## config.mk

```make
export PLATFORM = sky130hd
export DESIGN_NAME = array_shuffle_engine
export DESIGN_NICKNAME = d
export VERILOG_FILES = /design/src/ase_pkg.sv /design/src/array_shuffle_engine.sv /design/src/ase_ram.sv /design/src/ase_mod_unit.sv /design/src/ase_datapath.sv /design/src/ase_ctrl.sv
export VERILOG_INCLUDE_DIRS = /design/src /design/src/src
export SDC_FILE = /design/constraint.sdc
export NUM_CORES = 2
export LEC_CHECK = 0
export BUFFER_PORTS_ARGS = -buffer_cell sky130_fd_sc_hd__buf_2
export CELL_PAD_IN_SITES_DETAIL_PLACEMENT = 0
export CELL_PAD_IN_SITES_GLOBAL_PLACEMENT = 1
export CORE_ASPECT_RATIO = 1.4
export CORE_MARGIN = 3
export CORE_UTILIZATION = 50
export DETAILED_ROUTE_END_ITERATION = 16
export PLACE_DENSITY_LB_ADDON = 0.25
export SLEW_MARGIN = 20
export SYNTH_ARGS = -nofsm -noshare
export SYNTH_HDL_FRONTEND = slang
export SYNTH_SLANG_ARGS = --single-unit
```

## constraint.sdc

```tcl
create_clock -name clk -period 13.9 [get_ports clk]
set_input_delay 0.695 -clock clk [delete_from_list [all_inputs] [get_ports clk]]
set_output_delay 0.695 -clock clk [all_outputs]
set_load 0.05 [all_outputs]
```

## src/array_shuffle_engine_assert.svh

```systemverilog
// Assertion macros for the array shuffle engine RTL, used by the datapath.
`ifndef ARRAY_SHUFFLE_ENGINE_ASSERT_SVH
`define ARRAY_SHUFFLE_ENGINE_ASSERT_SVH

`ifndef SYNTHESIS

// The expression must hold at every clock edge out of reset.
`define ASE_ASSERT_ALWAYS(label, clk, rst_n, expr) \
    label: assert property (@(posedge clk) disable iff (!rst_n) (expr)) \
        else $error("array_shuffle_engine: invariant violated");

// Whenever the antecedent holds, the consequent must hold in the same cycle.
`define ASE_ASSERT_IMPLY(label, clk, rst_n, ante, cons) \
    label: assert property (@(posedge clk) disable iff (!rst_n) (ante) |-> (cons)) \
        else $error("array_shuffle_engine: implication violated");

`else

`define ASE_ASSERT_ALWAYS(label, clk, rst_n, expr)
`define ASE_ASSERT_IMPLY(label, clk, rst_n, ante, cons)

`endif

`endif

```

## src/ase_pkg.sv

```systemverilog
// Types and constants shared by the array shuffle engine modules.
`default_nettype none

package ase_pkg;

    // Fixed field widths of the beats.
    localparam int DATA_W = 32;
    localparam int RAND_W = 31;
    localparam int SIDX_W = 6;

    typedef enum logic [1:0] {
        OP_CLEAR = 2'd0,
        OP_LOAD  = 2'd1,
        OP_STEP  = 2'd2,
        OP_READ  = 2'd3
    } op_t;

    typedef enum logic [1:0] {
        ST_OK        = 2'd0,
        ST_FULL      = 2'd1,
        ST_PASS_DONE = 2'd2,
        ST_READ_END  = 2'd3
    } status_t;

    typedef struct packed {
        op_t                      operation;
        logic signed [DATA_W-1:0] element_value;
        logic [RAND_W-1:0]        random_word;
    } in_beat_t;

    typedef struct packed {
        logic signed [DATA_W-1:0] read_value;
        logic [SIDX_W-1:0]        swap_index;
        logic                     last_element;
        status_t                  status;
    } out_beat_t;

    typedef enum logic [2:0] {
        S_IDLE,
        S_DIV,
        S_RD_POS,
        S_RD_J,
        S_WR_POS,
        S_WR_J,
        S_RD_DATA,
        S_FINISH
    } state_t;

    // Commands from the controller to the datapath.
    typedef struct packed {
        logic take;
        logic rd_pos;
        logic rd_j;
        logic wr_pos;
        logic wr_j;
        logic rd_data;
        logic publish;
    } cmd_t;

    // Status from the datapath to the controller.
    typedef struct packed {
        op_t  op;
        logic pass_done;
        logic read_end;
        logic mod_done;
        logic out_free;
    } stat_t;

endpackage

`default_nettype wire

```

## src/array_shuffle_engine.sv

```systemverilog
// Top level of the array shuffle engine: controller and datapath.
//
//   Channel   Signals                              Direction
//   item      item_valid, item_stall, item         beats in (operation, element, random)
//   result    result_valid, result_stall, result   beats out (value, index, last, status)
//   cfg       cfg_wr_en, cfg_wr_data               shuffle mode register writes
//
// One item is worked on at a time. Clear and load pass from acceptance
// straight to hand-over; a read adds one registered read of the store.
// A shuffle step runs the bit-serial remainder (its bit steps and then
// its done flag), the swap in four states through the single write port
// of the store, and acceptance and hand-over.
// Reset clears the counters, the mode and the result valid; the store
// contents are left as they are and need no clearing pass.
// A finished beat waits in the result register; the next item is accepted
// meanwhile and holds in its last cycle until the register is free.
`default_nettype none

module array_shuffle_engine #(
    parameter int DEPTH = 64
) (
    input  wire logic               clk,
    input  wire logic               rst_n,
    input  wire logic               cfg_wr_en,
    input  wire logic               cfg_wr_data,
    input  wire logic               item_valid,
    output logic                    item_stall,
    input  wire ase_pkg::in_beat_t  item,
    output logic                    result_valid,
    input  wire logic               result_stall,
    output ase_pkg::out_beat_t      result
);

    ase_pkg::cmd_t  cmd;
    ase_pkg::stat_t status;

    // Sequencer.
    ase_ctrl u_ctrl (
        .clk        (clk),
        .rst_n      (rst_n),
        .item_valid (item_valid),
        .item_stall (item_stall),
        .status     (status),
        .cmd        (cmd)
    );

    // Store, counters and arithmetic.
    ase_datapath #(
        .DEPTH (DEPTH)
    ) u_datapath (
        .clk          (clk),
        .rst_n        (rst_n),
        .cfg_wr_en    (cfg_wr_en),
        .cfg_wr_data  (cfg_wr_data),
        .item         (item),
        .result       (result),
        .result_valid (result_valid),
        .result_stall (result_stall),
        .cmd          (cmd),
        .status       (status)
    );

endmodule

`default_nettype wire

```

## src/ase_ram.sv

```systemverilog
// Generic single write port, single read port RAM with registered read data.
`default_nettype none

module ase_ram #(
    parameter int WIDTH = 32,
    parameter int DEPTH = 64
) (
    input  wire logic                     clk,
    input  wire logic                     we,
    input  wire logic [$clog2(DEPTH)-1:0] waddr,
    input  wire logic [WIDTH-1:0]         wdata,
    input  wire logic [$clog2(DEPTH)-1:0] raddr,
    output logic      [WIDTH-1:0]         rdata
);

    logic [WIDTH-1:0] mem [DEPTH];

    // Write port and registered read port; a read of the address being
    // written returns the old contents.
    always_ff @(posedge clk)
    begin
        if (we)
        begin
            mem[waddr] <= wdata;
        end
        rdata <= mem[raddr];
    end

endmodule

`default_nettype wire

```

## src/ase_mod_unit.sv

```systemverilog
// Bit-serial restoring remainder unit: dividend modulo a narrow divisor.
`default_nettype none

module ase_mod_unit #(
    parameter int DIVISOR_W = 7
) (
    input  wire logic                      clk,
    input  wire logic                      rst_n,
    input  wire logic                      start,
    input  wire logic [ase_pkg::RAND_W-1:0] dividend,
    input  wire logic [DIVISOR_W-1:0]      divisor,
    output logic                           done,
    output logic      [DIVISOR_W-1:0]      remainder
);

    localparam int CNT_W = $clog2(ase_pkg::RAND_W + 1);

    logic [CNT_W-1:0]           cnt_reg, cnt_next;
    logic                       done_reg, done_next;
    logic [ase_pkg::RAND_W-1:0] quo_reg, quo_next;
    logic [DIVISOR_W-1:0]       div_reg, div_next;
    logic [DIVISOR_W-1:0]       rem_reg, rem_next;
    logic [DIVISOR_W:0]         trial;
    logic [DIVISOR_W:0]         diff;

    // One dividend bit per cycle, most significant first. The partial
    // remainder stays below the divisor, so it fits the divisor width.
    always_comb
    begin
        trial     = {rem_reg, quo_reg[ase_pkg::RAND_W-1]};
        diff      = trial - {1'b0, div_reg};
        cnt_next  = cnt_reg;
        quo_next  = quo_reg;
        div_next  = div_reg;
        rem_next  = rem_reg;
        done_next = 1'b0;
        if (start)
        begin
            cnt_next = CNT_W'(ase_pkg::RAND_W);
            quo_next = dividend;
            div_next = divisor;
            rem_next = '0;
        end
        else if (cnt_reg != '0)
        begin
            cnt_next  = cnt_reg - CNT_W'(1);
            quo_next  = {quo_reg[ase_pkg::RAND_W-2:0], 1'b0};
            rem_next  = (trial >= {1'b0, div_reg}) ? diff[DIVISOR_W-1:0]
                                                   : trial[DIVISOR_W-1:0];
            done_next = (cnt_reg == CNT_W'(1));
        end
    end

    // Control registers.
    always_ff @(posedge clk or negedge rst_n)
    begin
        if (!rst_n)
        begin
            cnt_reg  <= '0;
            done_reg <= 1'b0;
        end
        else
        begin
            cnt_reg  <= cnt_next;
            done_reg <= done_next;
        end
    end

    // Operand and remainder registers.
    always_ff @(posedge clk)
    begin
        quo_reg <= quo_next;
        div_reg <= div_next;
        rem_reg <= rem_next;
    end

    assign done      = done_reg;
    assign remainder = rem_reg;

endmodule

`default_nettype wire

```

## src/ase_datapath.sv

```systemverilog
// Datapath: element store, counters, remainder unit and result registers.
`default_nettype none
`include "array_shuffle_engine_assert.svh"

module ase_datapath #(
    parameter int DEPTH = 64
) (
    input  wire logic              clk,
    input  wire logic              rst_n,
    input  wire logic              cfg_wr_en,
    input  wire logic              cfg_wr_data,
    input  wire ase_pkg::in_beat_t item,
    output ase_pkg::out_beat_t     result,
    output logic                   result_valid,
    input  wire logic              result_stall,
    input  wire ase_pkg::cmd_t     cmd,
    output ase_pkg::stat_t         status
);

    localparam int AW = $clog2(DEPTH);
    localparam int CW = $clog2(DEPTH + 1);

    logic [CW-1:0]              count_reg, count_next;
    logic [CW-1:0]              steps_reg, steps_next;
    logic [CW-1:0]              rptr_reg, rptr_next;
    logic [AW-1:0]              pos_reg, pos_next;
    logic                       mode_reg;
    logic [ase_pkg::DATA_W-1:0] tmp_reg, tmp_next;
    ase_pkg::out_beat_t         res_reg, res_next;
    ase_pkg::out_beat_t         out_reg;
    logic                       out_valid_reg;

    logic                       ram_we;
    logic [AW-1:0]              ram_waddr;
    logic [ase_pkg::DATA_W-1:0] ram_wdata;
    logic [AW-1:0]              ram_raddr;
    logic [ase_pkg::DATA_W-1:0] ram_rdata;

    logic                       mod_start;
    logic [CW-1:0]              mod_divisor;
    logic                       mod_done;
    logic [CW-1:0]              mod_rem;

    logic [CW-1:0]              pos_desc;
    logic [CW-1:0]              rptr_plus;
    logic [AW-1:0]              j;
    logic [AW+ase_pkg::SIDX_W-1:0] j_ext;
    logic                       full;
    logic                       pass_done;
    logic                       read_end;
    logic                       out_free;

    ase_ram #(
        .WIDTH (ase_pkg::DATA_W),
        .DEPTH (DEPTH)
    ) u_store (
        .clk   (clk),
        .we    (ram_we),
        .waddr (ram_waddr),
        .wdata (ram_wdata),
        .raddr (ram_raddr),
        .rdata (ram_rdata)
    );

    ase_mod_unit #(
        .DIVISOR_W (CW)
    ) u_mod (
        .clk       (clk),
        .rst_n     (rst_n),
        .start     (mod_start),
        .dividend  (item.random_word),
        .divisor   (mod_divisor),
        .done      (mod_done),
        .remainder (mod_rem)
    );

    // Conditions of the item on offer and of the result register.
    assign full      = (count_reg == CW'(DEPTH));
    assign pass_done = (steps_reg >= count_reg);
    assign read_end  = !(rptr_reg < count_reg);
    assign out_free  = !out_valid_reg || !result_stall;
    assign pos_desc  = count_reg - steps_reg - CW'(1);
    assign rptr_plus = rptr_reg + CW'(1);

    // Descending mode divides by position plus one, forward mode by the count.
    assign mod_divisor = mode_reg ? count_reg : (count_reg - steps_reg);

    // The remainder is below the divisor, hence below the depth.
    assign j     = mod_rem[AW-1:0];
    assign j_ext = {{ase_pkg::SIDX_W{1'b0}}, j};

    assign status.op        = item.operation;
    assign status.pass_done = pass_done;
    assign status.read_end  = read_end;
    assign status.mod_done  = mod_done;
    assign status.out_free  = out_free;

    // Next values of the counters, the store ports and the pending result.
    always_comb
    begin
        count_next = count_reg;
        steps_next = steps_reg;
        rptr_next  = rptr_reg;
        pos_next   = pos_reg;
        tmp_next   = tmp_reg;
        res_next   = res_reg;
        ram_we     = 1'b0;
        ram_waddr  = count_reg[AW-1:0];
        ram_wdata  = item.element_value;
        ram_raddr  = pos_reg;
        mod_start  = 1'b0;

        if (cmd.take)
        begin
            res_next = '0;
            unique case (item.operation)
                ase_pkg::OP_CLEAR:
                begin
                    count_next = '0;
                    steps_next = '0;
                    rptr_next  = '0;
                    pos_next   = '0;
                end
                ase_pkg::OP_LOAD:
                begin
                    if (full)
                    begin
                        res_next.status = ase_pkg::ST_FULL;
                    end
                    else
                    begin
                        ram_we     = 1'b1;
                        count_next = count_reg + CW'(1);
                        steps_next = '0;
                        rptr_next  = '0;
                    end
                end
                ase_pkg::OP_STEP:
                begin
                    if (pass_done)
                    begin
                        res_next.status = ase_pkg::ST_PASS_DONE;
                    end
                    else
                    begin
                        pos_next   = mode_reg ? steps_reg[AW-1:0] : pos_desc[AW-1:0];
                        mod_start  = 1'b1;
                        steps_next = steps_reg + CW'(1);
                    end
                end
                ase_pkg::OP_READ:
                begin
                    if (read_end)
                    begin
                        res_next.status = ase_pkg::ST_READ_END;
                    end
                    else
                    begin
                        ram_raddr             = rptr_reg[AW-1:0];
                        res_next.last_element = (rptr_plus == count_reg);
                        rptr_next             = rptr_plus;
                    end
                end
                default:
                begin
                    res_next = '0;
                end
            endcase
        end

        // Swap sequence: read both entries, then write them crosswise.
        if (cmd.rd_pos)
        begin
            ram_raddr           = pos_reg;
            res_next.swap_index = j_ext[ase_pkg::SIDX_W-1:0];
        end
        if (cmd.rd_j)
        begin
            ram_raddr = j;
            tmp_next  = ram_rdata;
        end
        if (cmd.wr_pos)
        begin
            ram_we    = 1'b1;
            ram_waddr = pos_reg;
            ram_wdata = ram_rdata;
        end
        if (cmd.wr_j)
        begin
            ram_we    = 1'b1;
            ram_waddr = j;
            ram_wdata = tmp_reg;
        end
        if (cmd.rd_data)
        begin
            res_next.read_value = ram_rdata;
        end
    end

    // Control state: counters, mode register and result valid.
    always_ff @(posedge clk or negedge rst_n)
    begin
        if (!rst_n)
        begin
            count_reg     <= '0;
            steps_reg     <= '0;
            rptr_reg      <= '0;
            pos_reg       <= '0;
            mode_reg      <= 1'b0;
            out_valid_reg <= 1'b0;
        end
        else
        begin
            count_reg <= count_next;
            steps_reg <= steps_next;
            rptr_reg  <= rptr_next;
            pos_reg   <= pos_next;
            if (cfg_wr_en)
            begin
                mode_reg <= cfg_wr_data;
            end
            if (cmd.publish)
            begin
                out_valid_reg <= 1'b1;
            end
            else if (!result_stall)
            begin
                out_valid_reg <= 1'b0;
            end
        end
    end

    // Payload registers.
    always_ff @(posedge clk)
    begin
        tmp_reg <= tmp_next;
        res_reg <= res_next;
        if (cmd.publish)
        begin
            out_reg <= res_reg;
        end
    end

    assign result       = out_reg;
    assign result_valid = out_valid_reg;

    // Counter invariants and the hand-over into the result register.
    `ASE_ASSERT_ALWAYS(a_count_in_range, clk, rst_n, count_reg <= CW'(DEPTH))
    `ASE_ASSERT_ALWAYS(a_steps_bounded, clk, rst_n, steps_reg <= count_reg)
    `ASE_ASSERT_ALWAYS(a_rptr_bounded, clk, rst_n, rptr_reg <= count_reg)
    `ASE_ASSERT_IMPLY(a_publish_free, clk, rst_n, cmd.publish, !out_valid_reg || !result_stall)

endmodule

`default_nettype wire

```

## src/ase_ctrl.sv

```systemverilog
// Controller state machine sequencing each item through the datapath.
`default_nettype none

module ase_ctrl (
    input  wire logic           clk,
    input  wire logic           rst_n,
    input  wire logic           item_valid,
    output logic                item_stall,
    input  wire ase_pkg::stat_t status,
    output ase_pkg::cmd_t       cmd
);

    ase_pkg::state_t state_reg, state_next;

    // Next state.
    always_comb
    begin
        state_next = state_reg;
        unique case (state_reg)
            ase_pkg::S_IDLE:
            begin
                if (item_valid)
                begin
                    unique case (status.op)
                        ase_pkg::OP_CLEAR: state_next = ase_pkg::S_FINISH;
                        ase_pkg::OP_LOAD:  state_next = ase_pkg::S_FINISH;
                        ase_pkg::OP_STEP:  state_next = status.pass_done ? ase_pkg::S_FINISH
                                                                         : ase_pkg::S_DIV;
                        ase_pkg::OP_READ:  state_next = status.read_end ? ase_pkg::S_FINISH
                                                                        : ase_pkg::S_RD_DATA;
                        default:           state_next = ase_pkg::S_FINISH;
                    endcase
                end
            end
            ase_pkg::S_DIV:
            begin
                if (status.mod_done)
                begin
                    state_next = ase_pkg::S_RD_POS;
                end
            end
            ase_pkg::S_RD_POS:  state_next = ase_pkg::S_RD_J;
            ase_pkg::S_RD_J:    state_next = ase_pkg::S_WR_POS;
            ase_pkg::S_WR_POS:  state_next = ase_pkg::S_WR_J;
            ase_pkg::S_WR_J:    state_next = ase_pkg::S_FINISH;
            ase_pkg::S_RD_DATA: state_next = ase_pkg::S_FINISH;
            ase_pkg::S_FINISH:
            begin
                if (status.out_free)
                begin
                    state_next = ase_pkg::S_IDLE;
                end
            end
            default:            state_next = ase_pkg::S_IDLE;
        endcase
    end

    // Commands and input stall.
    always_comb
    begin
        cmd        = '0;
        item_stall = 1'b1;
        unique case (state_reg)
            ase_pkg::S_IDLE:
            begin
                item_stall = 1'b0;
                cmd.take   = item_valid;
            end
            ase_pkg::S_DIV:     cmd = '0;
            ase_pkg::S_RD_POS:  cmd.rd_pos  = 1'b1;
            ase_pkg::S_RD_J:    cmd.rd_j    = 1'b1;
            ase_pkg::S_WR_POS:  cmd.wr_pos  = 1'b1;
            ase_pkg::S_WR_J:    cmd.wr_j    = 1'b1;
            ase_pkg::S_RD_DATA: cmd.rd_data = 1'b1;
            ase_pkg::S_FINISH:  cmd.publish = status.out_free;
            default:            cmd = '0;
        endcase
    end

    // State register.
    always_ff @(posedge clk or negedge rst_n)
    begin
        if (!rst_n)
        begin
            state_reg <= ase_pkg::S_IDLE;
        end
        else
        begin
            state_reg <= state_next;
        end
    end

endmodule

`default_nettype wire
```

==> flow_summary_export.csv <==
group,metric,value,unit
outcome,status,"complete, no violations",
synthesis,yosysSeqAreaShare,76.6,%
worst_setup_path,worst_path_max_delay_cell,"buf_4",
synthesis,ys_top_cells_by_area,"edfxtp_1, mux4_2, nand2_1",
clock_network,cts_buffer_depth,3,
synthesis,synthesis.instances,5103,
die,rows,182,
synthesis,syn_nets,5205,
worst_setup_path,critical_path_class,"flop to flop",
power_and_ir_drop,p_per_area,226,nW/um2
sta,timing.hold.ws,0.0906,ns
synthesis,yosysWarnings,0,
final_layout,drive_gt1_share,19.8,%
synthesis,synth_cell_type_count,81,
clock_network,clk_pin_slew,0.06,ns
place,hpwl,133,mm
worst_setup_path,crit_required,14.61,ns
final_layout,final_common_cell,"edfxtp_1",
drt,drt-pass1-iter-count,7,
worst_setup_path,path_max_fanout,88,
clock_network,post_cts_buffers,0,
die,num_io_pins,114,
clock_network,root_buffer,"clkbuf_16",
final_layout,final_cell_mix,"edfxtp_1, nand2_1, mux4_2",
clock_network,numClockSinks,2277,
drt,routed_wl,251,mm
synthesis,ys_ff_latch,2277,
grt,grt_max_degree,106,
worst_setup_path,crit_path_start_kind,"flop",
synthesis,async_reset_ff_share,1.67,%
sta,final.setup.tns,0,ns
grt,track_usage,27.4,%
worst_setup_path,slowest_delay,0.79,ns
worst_setup_path,rrSetupSlack,7.25,ns
drt,wl_per_cell,32.4,um
worst_setup_path,endpoint_kind,"flop",
sta,slew_headroom,32.2,%
power_and_ir_drop,vdd_drop_max,0.188,mV
die,core-area,176000,um2
final_layout,final_nets,5387,
clock_network,cts_buffers,199,
grt,overflow,0,
synthesis,synth_top_area_share,74.7,%
synthesis,syn_area_per_cell,17.3,um2
clock_network,tritoncts,"built",
drt,drc_errors,0,
grt,busiest_layer,"met2",
die,die-area,182000,um2
flow_run,max_cap_violations,0,
sta,hold_violations,0,
final_layout,areaGrowthSynthToFinish,12.4,%
drt,first_iter_violations,6800,
worst_setup_path,crit_chain,"inv_1, ha_1, a21oi_1, a21oi_1, o211ai_1, buf_4, and3_4, buf_4, buf_12, buf_4, mux4_2, a22oi_1, nand2_1, nor2_1, nand4_1",
sta,post-route-period-util,47.9,%
grt,grt_pass1_vias,48848,
synthesis,yosysTopAreaCell,"edfxtp_1",
synthesis,synthesis.area,88500,um2
die,dieHeight,504,um
sta,setup_viol,0,
grt,met3_usage,4.36,%
final_layout,largest_register_ffs,2048,
grt,use_met1,37.2,%
synthesis,ys.flop_type,"edfxtp_1",
sta,grt_setup_unrepaired,"false",
clock_network,htree_levels,4,
grt,grt_first_pass_wirelength,359,mm
drt,via_per_inst,6.42,
sta,tightest_slew,1.01,ns
clock_network,insertion_delay,0.85,ns
place,gp_congestion,0.864,
power_and_ir_drop,power,22.4,mW
hold_path,hold_class,"input pin to flop",
drt,via_count,49780,
place,numPortBuffers,113,
sta,max_freq,150,MHz
place,place_ws,7.16,ns
sta,final.setup.worst_slack,7.25,ns
sta,layout_min_cycle_time,6.65,ns
worst_setup_path,cp.arrival,7.37,ns
grt,antenna_found_initial,10,
sta,drv_slew,0,
worst_setup_path,path_common_cell,"buf_4",
grt,use_met2,46.1,%
synthesis,synth_edf_count,2200,
die,start_util,50.3,%
power_and_ir_drop,power.leakage,32.6,nW
drt,final_antenna_net_count,0,
die,die_w,362,um
sta,fin_skew,0.0270,ns
path summary, 6_finish.rpt:
kind                                                   endpoint                                 from  depth (start not counted)
hold reg to reg                  u_datapath.result[7]$_DFFE_PP_      u_datapath.res_reg[7]$_DFFE_PP_                          0
setup / recovery           u_datapath.u_store.rdata[12]$_DFF_P_  u_datapath.count_reg[2]$_DFFE_PN0P_                         15
min in group asynchronous    u_datapath.rptr_reg[2]$_DFFE_PN0P_                                rst_n                          2
setup reg to reg           u_datapath.u_store.rdata[12]$_DFF_P_  u_datapath.count_reg[2]$_DFFE_PN0P_                         15
hold / removal                  u_datapath.mode_reg$_DFFE_PN0P_                          cfg_wr_data                          2
max in group asynchronous       u_ctrl.state_reg[0]$_DFFE_PN0P_                                rst_n                          2
layer usage:
metal,vias to the layer above,wire [um]
met5,-,23
met1,25954,96600
li1,20751,-
met4,4,7520
met3,430,21500
met2,2641,126000
report_power, final:
group          switching (mW)  internal, mW
registers               0.286          9.15
logic                    5.23          2.12
clock network            2.48          3.18
total                    7.99          14.5
cell usage after synthesis (38+ instances only):
cell and instances:
edfxtp_1 2200, nand2_1 598, mux4_2 232, nor2_1 168, a22oi_1 148, nand3_1 142
o22ai_1 142, buf_2 121, o21ai_0 111, mux2_2 110, mux2i_1 106, clkbuf_1 104
a21oi_1 86, a31oi_1 80, inv_1 61, and2_1 45, nand4_1 42, a211oi_1 39
dfxtp_1 39, dfrtp_1 38
critical path, delay by kind of cell, from the launching register on:
family	cells	cell delay, ns
buffers and inverters	5	2.58
DFF	1	0.47
AOI/OAI and AO/OA	4	0.89
muxes	1	0.58
and+or+nand+nor	4	1.42
adders and majority gates	1	0.32
cell families after synthesis:
group	after synthesis	share of synthesized area, %
AO/OA/AOI/OAI	854	6.69
XOR/XNOR	24	0.238
adder cells (fa/ha/maj)	31	0.455
buffers and inverters	355	1.91
flip-flops	2277	76.6
multiplexers	448	8.51
AND/OR/NAND/NOR	1114	5.57
area by class of cell:
type | count | area, um2
Fill cell | 13331 | 76400
Sequential cell | 2277 | 67800
Multi-Input combinational cell | 2471 | 20000
Clock buffer | 246 | 5400
Tap cell | 2300 | 2880
Timing Repair Buffer | 274 | 1860
Clock inverter | 125 | 1240
Inverter | 62 | 233
Antenna cell | 3 | 7.51
stage by stage:
step	util (%)	instance area [um2]	cells
after floorplan	-	88500	5103
final	56.6	99400	7758
after detailed placement	52.8	92800	7383
after CTS	56.6	99400	7755
after global placement	52.8	92800	7383
after global routing	56.6	99400	7756
repair_timing:
action | in CTS | in global routing
hold buffers | 1 | 0
resized for setup | 0 | 0
hold endpoints to repair | 38 | 0
endpoints found under the setup margin | 0 | 0
(Power assumes the default switching activity.)
